<file path="src/rtl/core/jse_pkg.sv">
// jse_pkg: widths, command codes and capacity of the jump search engine.
// Used by the channel interfaces, the root unit and the top level.
package jse_pkg;

  localparam int MAX_ELEMENTS = 1024;
  localparam int ADDR_W       = $clog2(MAX_ELEMENTS);
  localparam int LEN_W        = $clog2(MAX_ELEMENTS + 1);
  localparam int DATA_W       = 32;
  localparam int STEP_W       = (LEN_W + 1) / 2;
  localparam int STEP_IDX_W   = $clog2(STEP_W);
  localparam int SQ_W         = 2 * STEP_W;

  localparam logic [LEN_W-1:0] MAX_LEN = LEN_W'(MAX_ELEMENTS);

  localparam logic CMD_WRITE  = 1'b0;
  localparam logic CMD_SEARCH = 1'b1;

  typedef logic [ADDR_W-1:0]        addr_t;
  typedef logic [LEN_W-1:0]         len_t;
  typedef logic [STEP_W-1:0]        step_t;
  typedef logic signed [DATA_W-1:0] elem_t;

endpackage

</file>
<file path="src/rtl/core/jse_sqrt.sv">
// jse_sqrt: bit-serial integer floor square root, one result bit per cycle.
// Depends on jse_pkg for widths.
module jse_sqrt import jse_pkg::*; (
  input  logic  clk,
  input  logic  rst,
  input  logic  start,
  input  len_t  n,
  output logic  busy,
  output step_t root
);

  len_t                  n_q;
  logic [STEP_IDX_W-1:0] bitn;
  step_t                 trial;
  logic [SQ_W-1:0]       square;

  assign trial  = root | (step_t'(1) << bitn);
  assign square = SQ_W'(trial) * SQ_W'(trial);

  always_ff @(posedge clk) begin
    if (rst) begin
      busy <= 1'b0;
      root <= '0;
      bitn <= '0;
      n_q  <= '0;
    end else if (start) begin
      busy <= 1'b1;
      root <= '0;
      bitn <= STEP_IDX_W'(STEP_W - 1);
      n_q  <= n;
    end else if (busy) begin
      if (square <= SQ_W'(n_q)) begin
        root <= trial;
      end
      if (bitn == '0) begin
        busy <= 1'b0;
      end else begin
        bitn <= bitn - STEP_IDX_W'(1);
      end
    end
  end

endmodule

</file>
<file path="config.mk">
export PLATFORM = sky130hd
export DESIGN_NAME = jse_sqrt
export DESIGN_NICKNAME = d
export VERILOG_FILES = /design/src/rtl/core/jse_pkg.sv /design/src/rtl/core/jse_sqrt.sv
export SDC_FILE = /design/constraint.sdc
export NUM_CORES = 1
export LEC_CHECK = 0
export BUFFER_PORTS_ARGS = -buffer_cell sky130_fd_sc_hd__buf_2
export CORE_MARGIN = 2
export CORE_UTILIZATION = 53
export DETAILED_ROUTE_END_ITERATION = 8
export PLACE_DENSITY_LB_ADDON = 0.08
export SLEW_MARGIN = 20
export SYNTH_ARGS = -nofsm -noshare
export SYNTH_HDL_FRONTEND = slang
export SYNTH_SLANG_ARGS = --single-unit
</file>
<file path="constraint.sdc">
create_clock -name clk -period 5.5 [get_ports clk]
set_input_delay 0.275 -clock clk [delete_from_list [all_inputs] [get_ports clk]]
set_output_delay 0.275 -clock clk [all_outputs]
set_load 0.02 [all_outputs]
</file>
==> flow_metrics.tcl, run 1 <==
set metrics [dict create \
    drt-wirelength-per-cell_um 12.2 \
    fin_cells 293 \
    utilization 0.621 \
    crit_type "flip-flop to flip-flop" \
    cts_tree "yes" \
    cp.arrival_ns 5.38 \
    antenna_found_initial 0 \
    synth_edf_count 0 \
    drt_pre_antenna_iters 4 \
    run_status "finished, final reports clean" \
    cts_buffers 3 \
    slowest_delay_ns 0.54 \
    leakagePower_nw 1.03 \
    yosysTopAreaCell "dfxtp_1" \
    syn_nets 271 \
    crit_end "root[5]" \
    placementRows 21 \
    vdd_ir_drop_max_v 0.000135 \
    worst_r2r_startpoint "bitn[0]" \
    worstHoldPathCells 3 \
    dr_total_vias 1559 \
    cp-end-kind "flip-flop" \
    synth_common_cells "nor2_1, ha_1, inv_1" \
    yosysMostFrequentCell "nor2_1" \
    drc_errors 0 \
    grt_use_total 0.195 \
    cp_cell_sequence "inv_1 > ha_1 > a21oi_1 > nor2_1 > fa_1 > inv_1 > fa_1 > inv_1 > fa_1 > ha_1 > a31oi_2 > o21ai_0 > a2111oi_0 > nand4b_1 > ha_1 > nor2b_1 > o32a_1 > a2111oi_2" \
    place.gp.congestion 0.824 \
    synth_top_cell_area_share 0.224 \
    worstMarginPinSlew_ns 0.486 \
    start_util 0.558 \
    port_buffers 20 \
    core_um2 3360 \
    netlist_area_um2 1880 \
    area_growth_pct 11.3 \
    clock-sinks 21 \
    timing.rr.end "root[5]" \
    final-max-slew-violation-count 0 \
    power_density_nw_per_um2 176 \
    grt_pass1_vias 1451 \
    synth.area.top_cells "dfxtp_1, ha_1, fa_1" \
    num-nets-final 298 \
    required_ns 5.72 \
    clkTransAtPathRegs_ns 0.12 \
    diodes 0 \
    die_w_um 63.5 \
    cts_htree_levels 1 \
    fin_crit_sh 0.938 \
    startpoint "bitn[0]" \
    setup.reg_to_reg.worst_slack_ns 0.34 \
    avgSynthCellArea_um2 8.49 \
    pin_count 21 \
    cp_max_fo 5 \
    ys_ff_latch 21 \
    multiInputGateArea_um2 1340 \
    setup_violations 0 \
    die_area_um2 4030 \
    regArea_um2 422 \
    async_flop_share 0 \
    rsz0062_at_grt "no" \
    ys_seq_area_frac 0.224 \
    viasPerCell 5.32 \
    dp.cells 289 \
    hp-class "input port to flip-flop" \
    hold_start "n[0]" \
    fill_cells 336 \
    post_cts_buffers 0 \
    yosysUniqueCellTypes 39 \
    max_freq_mhz 194 \
    clockBufferDepth 2 \
    routed_wl_mm 3.57 \
    ys.warnings.count 0 \
    netlist_instances 221 \
    relSlewSlack 0.676 \
    holdWs_ns 0.188 \
    period_minus_slack_ns 5.16 \
    hold_violations 0 \
    clock_latency_ns 0.31 \
    worstRegToRegCells 18 \
    drt_iter0_markers 64 \
    dp_hpwl_mm 2.95 \
    cts-root-buf "clkbuf_4" \
    die_y_um 63.5 \
    synth_flop_cell "dfxtp_1" \
    crit_path_start_kind "flip-flop" \
    grt_pass1_wl_mm 6.29 \
    grt_max_degree 17 \
    grt-ovfl-total 0 \
    crit_path_top_delay_cell "fa_1" \
    layout-drive-gt1-share 0.166 \
    skew_ns 0.00313 \
    fin_tns_setup_ns 0 \
    cap_violations 0 \
    ant_nets 0 \
]
[what timing repair did]
item                                    CTS  global route
endpoints found under the setup margin    0             4
gates resized for setup                   0             2
hold buffers                              0             0
[stage by stage]
stage / instance area (µm²) / power, mW / setup WS [ns]
2_1_floorplan: 1880 / 0.260 / 0.324
3_3_place_gp: 2050 / 0.291 / 0.340
3_5_place_dp: 2050 / 0.292 / 0.263
4_1_cts: 2080 / 0.368 / 0.221
5_1_grt: 2090 / 0.396 / 0.0532
6_report: 2090 / 0.367 / 0.344
[logic make-up (layout without fill, tap and decap cells)]
logic type                 count (synthesis)  after routing  share of synthesized area
DFF                                       21             21                      0.224
and+or+nand+nor                           75             75                      0.194
buffers and inverters                     30             56                     0.0653
AOI/OAI and AO/OA                         38             38                      0.138
muxes                                     13             13                     0.0693
adders and majority gates                 36             36                      0.272
xor gates and xnor gates                   8              8                     0.0373
[layout make-up]
cell class,instances,share of cell area
clock buffer,3,0.0108
timing repair buffer,26,0.0695
tap,46,0.0275
sequential,21,0.202
clock inverter,1,0.00240
multi-input combinational,170,0.641
inverter,26,0.0467
[report_power, final]
part	total (mW)	internal [mW]	switching, mW
Clock	0.0769	0.0272	0.0497
Sequential	0.166	0.160	0.00605
Combinational	0.124	0.0518	0.0724
Total	0.367	0.239	0.128
[flip-flops by register name, summed over array words and instances (netlist names)]
name  flops
bitn      3
busy      1
n_q      11
root      6
[critical path, delay by kind of cell (launching register included)]
| kind | cells | cell delay [ns] |
|---|---|---|
| compound gates | 6 | 1.68 |
| fa+ha+maj | 6 | 2.39 |
| buf+inv | 3 | 0.21 |
| flops | 1 | 0.39 |
| simple gates | 3 | 0.40 |
[routing by layer]
layer,GRT usage,vias up,share of wire,routed length (µm)
li1,-,803,-,-
met1,0.267,734,0.51,1830
met2,0.317,17,0.45,1610
met3,0.0214,5,0.025,89
met4,0.0679,0,0.011,40
met5,0,-,0,0
[cell usage in the layout, fill, tap and decap left out, types with 2 or more instances in the layout]
master     count
ha_1          28
o21ai_0        3
fa_1           8
nand4_1        2
buf_2         20
inv_1         26
a21oi_1       20
nor3b_1        2
and2_1         2
a2111oi_2      2
nor3_1         3
buf_4          6
dfxtp_1       20
mux2i_1       13
nand3_1        2
or2_2          2
xor2_1         3
nor2_1        29
xnor2_1        5
and3_1         2
a21oi_2        2
nor2b_1        5
clkbuf_4       3
nand2_1       19
nand2b_1       3
[how the worst min path moves through the flow]
stage,end,slack [ns]
floorplan,n_q[10],0.42
global placement,root[3],0.45
detailed placement,root[1],0.46
CTS,n_q[9],0.19
global route,n_q[3],0.19
finish,n_q[0],0.19
Note: power is estimated with default switching activity, not from simulation.
==> run 2: changes to the inputs <==
Settings changed: CORE_UTILIZATION 53 to 58.
Clock period 5.5 ns to 5.85 ns, I/O delays scaled along.
==> flow_metrics.tcl, run 2 (same netlist as run 1, synthesis figures left out) <==
set metrics [dict create \
    drt_pre_antenna_iters 4 \
    die_w_um 60.9 \
    cts_htree_levels 1 \
    place.gp.congestion 0.853 \
    dr_total_vias 1574 \
    hp-class "input port to flip-flop" \
    internal_power_mw 0.225 \
    die_area_um2 3710 \
    stdcell_area_um2 2080 \
    dpl_cell_area_um2 2050 \
    cap_violations 0 \
    combPwrFrac 0.337 \
    largest-register "n_q" \
    fill_cells 279 \
    port_buffers 20 \
    antenna_found_initial 0 \
    reg_top3 "n_q x11, root x6, bitn x3" \
    area_growth_pct 10.7 \
    p_clk_frac 0.210 \
    p_sw_mw 0.118 \
    holdWs_ns 0.210 \
    layout_common_cells "nor2_1, ha_1, inv_1" \
    crit_type "flip-flop to flip-flop" \
    core_um2 3080 \
    worstMarginPinSlew_ns 0.486 \
    grt_pass1_vias 1501 \
    viasPerCell 5.41 \
    grt_use_total 0.227 \
    grt_pass1_wl_mm 6.34 \
    seqPwrFrac 0.453 \
    cp-end-kind "flip-flop" \
    max_freq_mhz 189 \
    grt-ovfl-total 0 \
    clkTransAtPathRegs_ns 0.12 \
    final_common_cell "nor2_1" \
    leakagePower_nw 1.02 \
    pin_count 21 \
    num-nets-final 298 \
    layout-drive-gt1-share 0.154 \
    place_ws_ns 0.606 \
    skew_ns 0.00532 \
    placementRows 20 \
    relSlewSlack 0.676 \
    cp.arrival_ns 5.52 \
    ant_nets 0 \
    hold_violations 0 \
    fin_crit_sh 0.906 \
    cp_max_fo 5 \
    setup_ws_ns 0.547 \
    dp_hpwl_mm 2.85 \
    power_density_nw_per_um2 165 \
    required_ns 6.07 \
    diodes 0 \
    largest_register_ffs 11 \
    vdd_ir_drop_max_v 0.000146 \
    ctsResizeCount 0 \
    crit_path_start_kind "flip-flop" \
    run_status "finished, final reports clean" \
    period_minus_slack_ns 5.30 \
    routed_wl_mm 3.52 \
    start_util 0.610 \
    hold_buffers 0 \
    cts_buffers 3 \
    setup_violations 0 \
    drc_errors 0 \
    utilization 0.675 \
    clock_latency_ns 0.31 \
    grt_max_degree 17 \
    cts-root-buf "clkbuf_4" \
    cts_tree "yes" \
    switching_share 0.344 \
    drt-wirelength-per-cell_um 12.1 \
    drt_iter0_markers 93 \
    clockBufferDepth 2 \
    post_cts_buffers 0 \
    fin_tns_setup_ns 0 \
    final-max-slew-violation-count 0 \
    rsz0062_at_grt "no" \
    die_y_um 60.9 \
    clock-sinks 21 \
]
## run 2: final cells by class
class,count,area (µm²),share of cell area
Timing Repair Buffer,26,145,0.0698
Tap cell,44,55.1,0.0265
Clock buffer,4,26.3,0.0126
Inverter,26,97.6,0.0470
Multi-Input combinational cell,170,1330,0.642
Sequential cell,21,420,0.202
## run 2: through the flow
stage / power (mW) / instances
2_1_floorplan: 0.244 / 221
3_3_place_gp: 0.272 / 287
3_5_place_dp: 0.274 / 287
4_1_cts: 0.344 / 291
5_1_grt: 0.368 / 291
6_report: 0.343 / 291
## run 2: final timing paths
check,to,start,depth (start not counted),slack [ns]
min,n_q[8],n[8],3,0.21
min reg2reg,root[1],root[1],2,0.48
max,root[5],bitn[0],18,0.55
max reg2reg,root[5],bitn[0],18,0.55
## run 2: power groups by stage
stage	combinational [mW]	clock [mW]	sequential [mW]
after floorplan	0.0853	0	0.159
after global placement	0.114	0	0.159
after detailed placement	0.115	0	0.159
after CTS	0.116	0.0721	0.155
after global routing	0.133	0.0783	0.157
final	0.116	0.0720	0.155
## run 2: metal layers
metal  global-route usage  routed length (µm)  share of wire  vias up
met5                    0                   0              0        -
met4               0.0839                  73          0.021        0
met3               0.0320                 178          0.051        8
met2                0.370                1540           0.44       46
met1                0.306                1730           0.49      718
li1                     -                   -              -      802
## run 2: worst max-delay path, stage by stage (launching register included)
cell       delay (ns)
dfxtp_1          0.41
inv_1            0.10
ha_1             0.27
a21oi_1          0.21
nor2_1           0.09
fa_1             0.54
inv_1            0.07
fa_1             0.53
inv_1            0.05
fa_1             0.48
ha_1             0.34
a31oi_1          0.26
o21ai_0          0.21
a2111oi_0        0.39
nand4b_1         0.17
ha_1             0.24
nor2b_1          0.15
o32a_1           0.33
a2111oi_2        0.36
==> run 3: changes to the inputs <==
Settings changed: RECOVER_POWER from default to 50.
==> flow_metrics.tcl, run 3 (same netlist as run 1, synthesis figures left out) <==
set metrics [dict create \
    clkTransAtPathRegs_ns 0.12 \
    crit_type "flip-flop to flip-flop" \
    final_common_cell "nor2_1" \
    core_um2 3080 \
    finalPower_mw 0.343 \
    antenna_found_initial 0 \
    required_ns 6.07 \
    clock-sinks 21 \
    cp_max_fo 5 \
    final-max-slew-violation-count 0 \
    cp-end-kind "flip-flop" \
    worstHoldPathCells 3 \
    fill_cells 282 \
    fin_crit_sh 0.910 \
    die_w_um 60.9 \
    cts-root-buf "clkbuf_4" \
    timing.rr.end "root[5]" \
    setup_violations 0 \
    start_util 0.610 \
    viasPerCell 5.42 \
    port_buffers 20 \
    cap_violations 0 \
    power_density_nw_per_um2 166 \
    fin_tns_setup_ns 0 \
    largest-register "n_q" \
    crit_path_start_kind "flip-flop" \
    rsz0062_at_grt "no" \
    vdd_ir_drop_max_v 0.000146 \
    fin_cells 291 \
    hp-class "input port to flip-flop" \
    leakagePower_nw 1.01 \
    drc_errors 0 \
    layout_common_cells "nor2_1, ha_1, inv_1" \
    die_y_um 60.9 \
    grt_pass1_wl_mm 6.34 \
    dp_hpwl_mm 2.85 \
    cts_htree_levels 1 \
    worstMarginPinSlew_ns 1.16 \
    grt_use_total 0.227 \
    setup.reg_to_reg.worst_slack_ns 0.53 \
    worstRegToRegCells 18 \
    largest_register_ffs 11 \
    worst_r2r_startpoint "bitn[0]" \
    place.gp.congestion 0.853 \
    hold_start "n[8]" \
    layout-drive-gt1-share 0.138 \
    run_status "finished, final reports clean" \
    drt_pre_antenna_iters 4 \
    area_growth_pct 10.5 \
    diodes 0 \
    max_freq_mhz 188 \
    pin_count 21 \
    ctsResizeCount 0 \
    num-nets-final 298 \
    cp.arrival_ns 5.55 \
    period_minus_slack_ns 5.32 \
    clock_latency_ns 0.31 \
    drt-wirelength-per-cell_um 12.1 \
    hold_violations 0 \
    relSlewSlack 0.225 \
    skew_ns 0.00534 \
    whs_endpoint "n_q[8]" \
    dr_total_vias 1576 \
    placementRows 20 \
    hold_buffers 0 \
    post_cts_buffers 0 \
    clockBufferDepth 2 \
    cts_buffers 3 \
    cts_tree "yes" \
    reg_top3 "n_q x11, root x6, bitn x3" \
    grt_pass1_vias 1501 \
    ant_nets 0 \
    routed_wl_mm 3.53 \
    grt-ovfl-total 0 \
    die_area_um2 3710 \
    dp.cells 287 \
    drt_iter0_markers 93 \
    utilization 0.674 \
    grt_max_degree 17 \
]
run 3: changes by cell type in the layout (fill, tap and decap cells not counted), sizes merged:
cell / before / now
clkbuf: 4 / 8
buf: 26 / 22
run 3: worst max-delay path, stage by stage (launching register included):
cell,delay (ns)
dfxtp_1,0.41
inv_1,0.10
ha_1,0.27
a21oi_1,0.21
nor2_1,0.09
fa_1,0.54
inv_1,0.07
fa_1,0.53
inv_1,0.05
fa_1,0.48
ha_1,0.34
a31oi_1,0.26
o21ai_0,0.21
a2111oi_0,0.41
nand4b_1,0.17
ha_1,0.25
nor2b_1,0.15
o32a_1,0.33
a2111oi_2,0.36
run 3: layer usage:
| metal | global-route usage | routed length (µm) | part of all wire | vias to the layer above |
|---|---|---|---|---|
| li1 | - | - | - | 802 |
| met2 | 0.370 | 1540 | 0.44 | 44 |
| met3 | 0.0320 | 180 | 0.051 | 8 |
| met4 | 0.0839 | 73 | 0.021 | 0 |
| met5 | 0 | 0 | 0 | - |
| met1 | 0.306 | 1730 | 0.49 | 722 |
run 3: power by group:
group	total [mW]	leakage [nW]	switching, mW	internal, mW
combinational	0.116	0.819	0.0675	0.0484
clock	0.0720	0.0150	0.0453	0.0267
sequential	0.155	0.172	0.00546	0.150
total	0.343	1.01	0.118	0.225
run 3: stage by stage:
step,hold slack (ns),area [µm²],worst slack [ns]
floorplan,0.440,1880,0.674
global placement,0.462,2050,0.688
detailed placement,0.466,2050,0.606
CTS,0.216,2080,0.536
global route,0.221,2070,0.0744
finish,0.210,2070,0.526
run 3: worst max-delay path by stage:
stage          slack [ns]  startpoint  endpoint
2_1_floorplan        0.67     bitn[0]   root[5]
3_3_place_gp         0.69     bitn[1]   root[5]
3_5_place_dp         0.61     bitn[0]   root[5]
4_1_cts              0.54     bitn[0]   root[5]
5_1_grt              0.07     bitn[0]   root[5]
6_report             0.53     bitn[0]   root[5]
run 3: layout make-up:
cell class | instances | area [µm²] | area share
Tap cell | 44 | 55.1 | 0.0266
Multi-Input combinational cell | 170 | 1330 | 0.643
Sequential cell | 21 | 420 | 0.203
Timing Repair Buffer | 26 | 140 | 0.0676
Clock buffer | 4 | 26.3 | 0.0127
Inverter | 26 | 97.6 | 0.0471
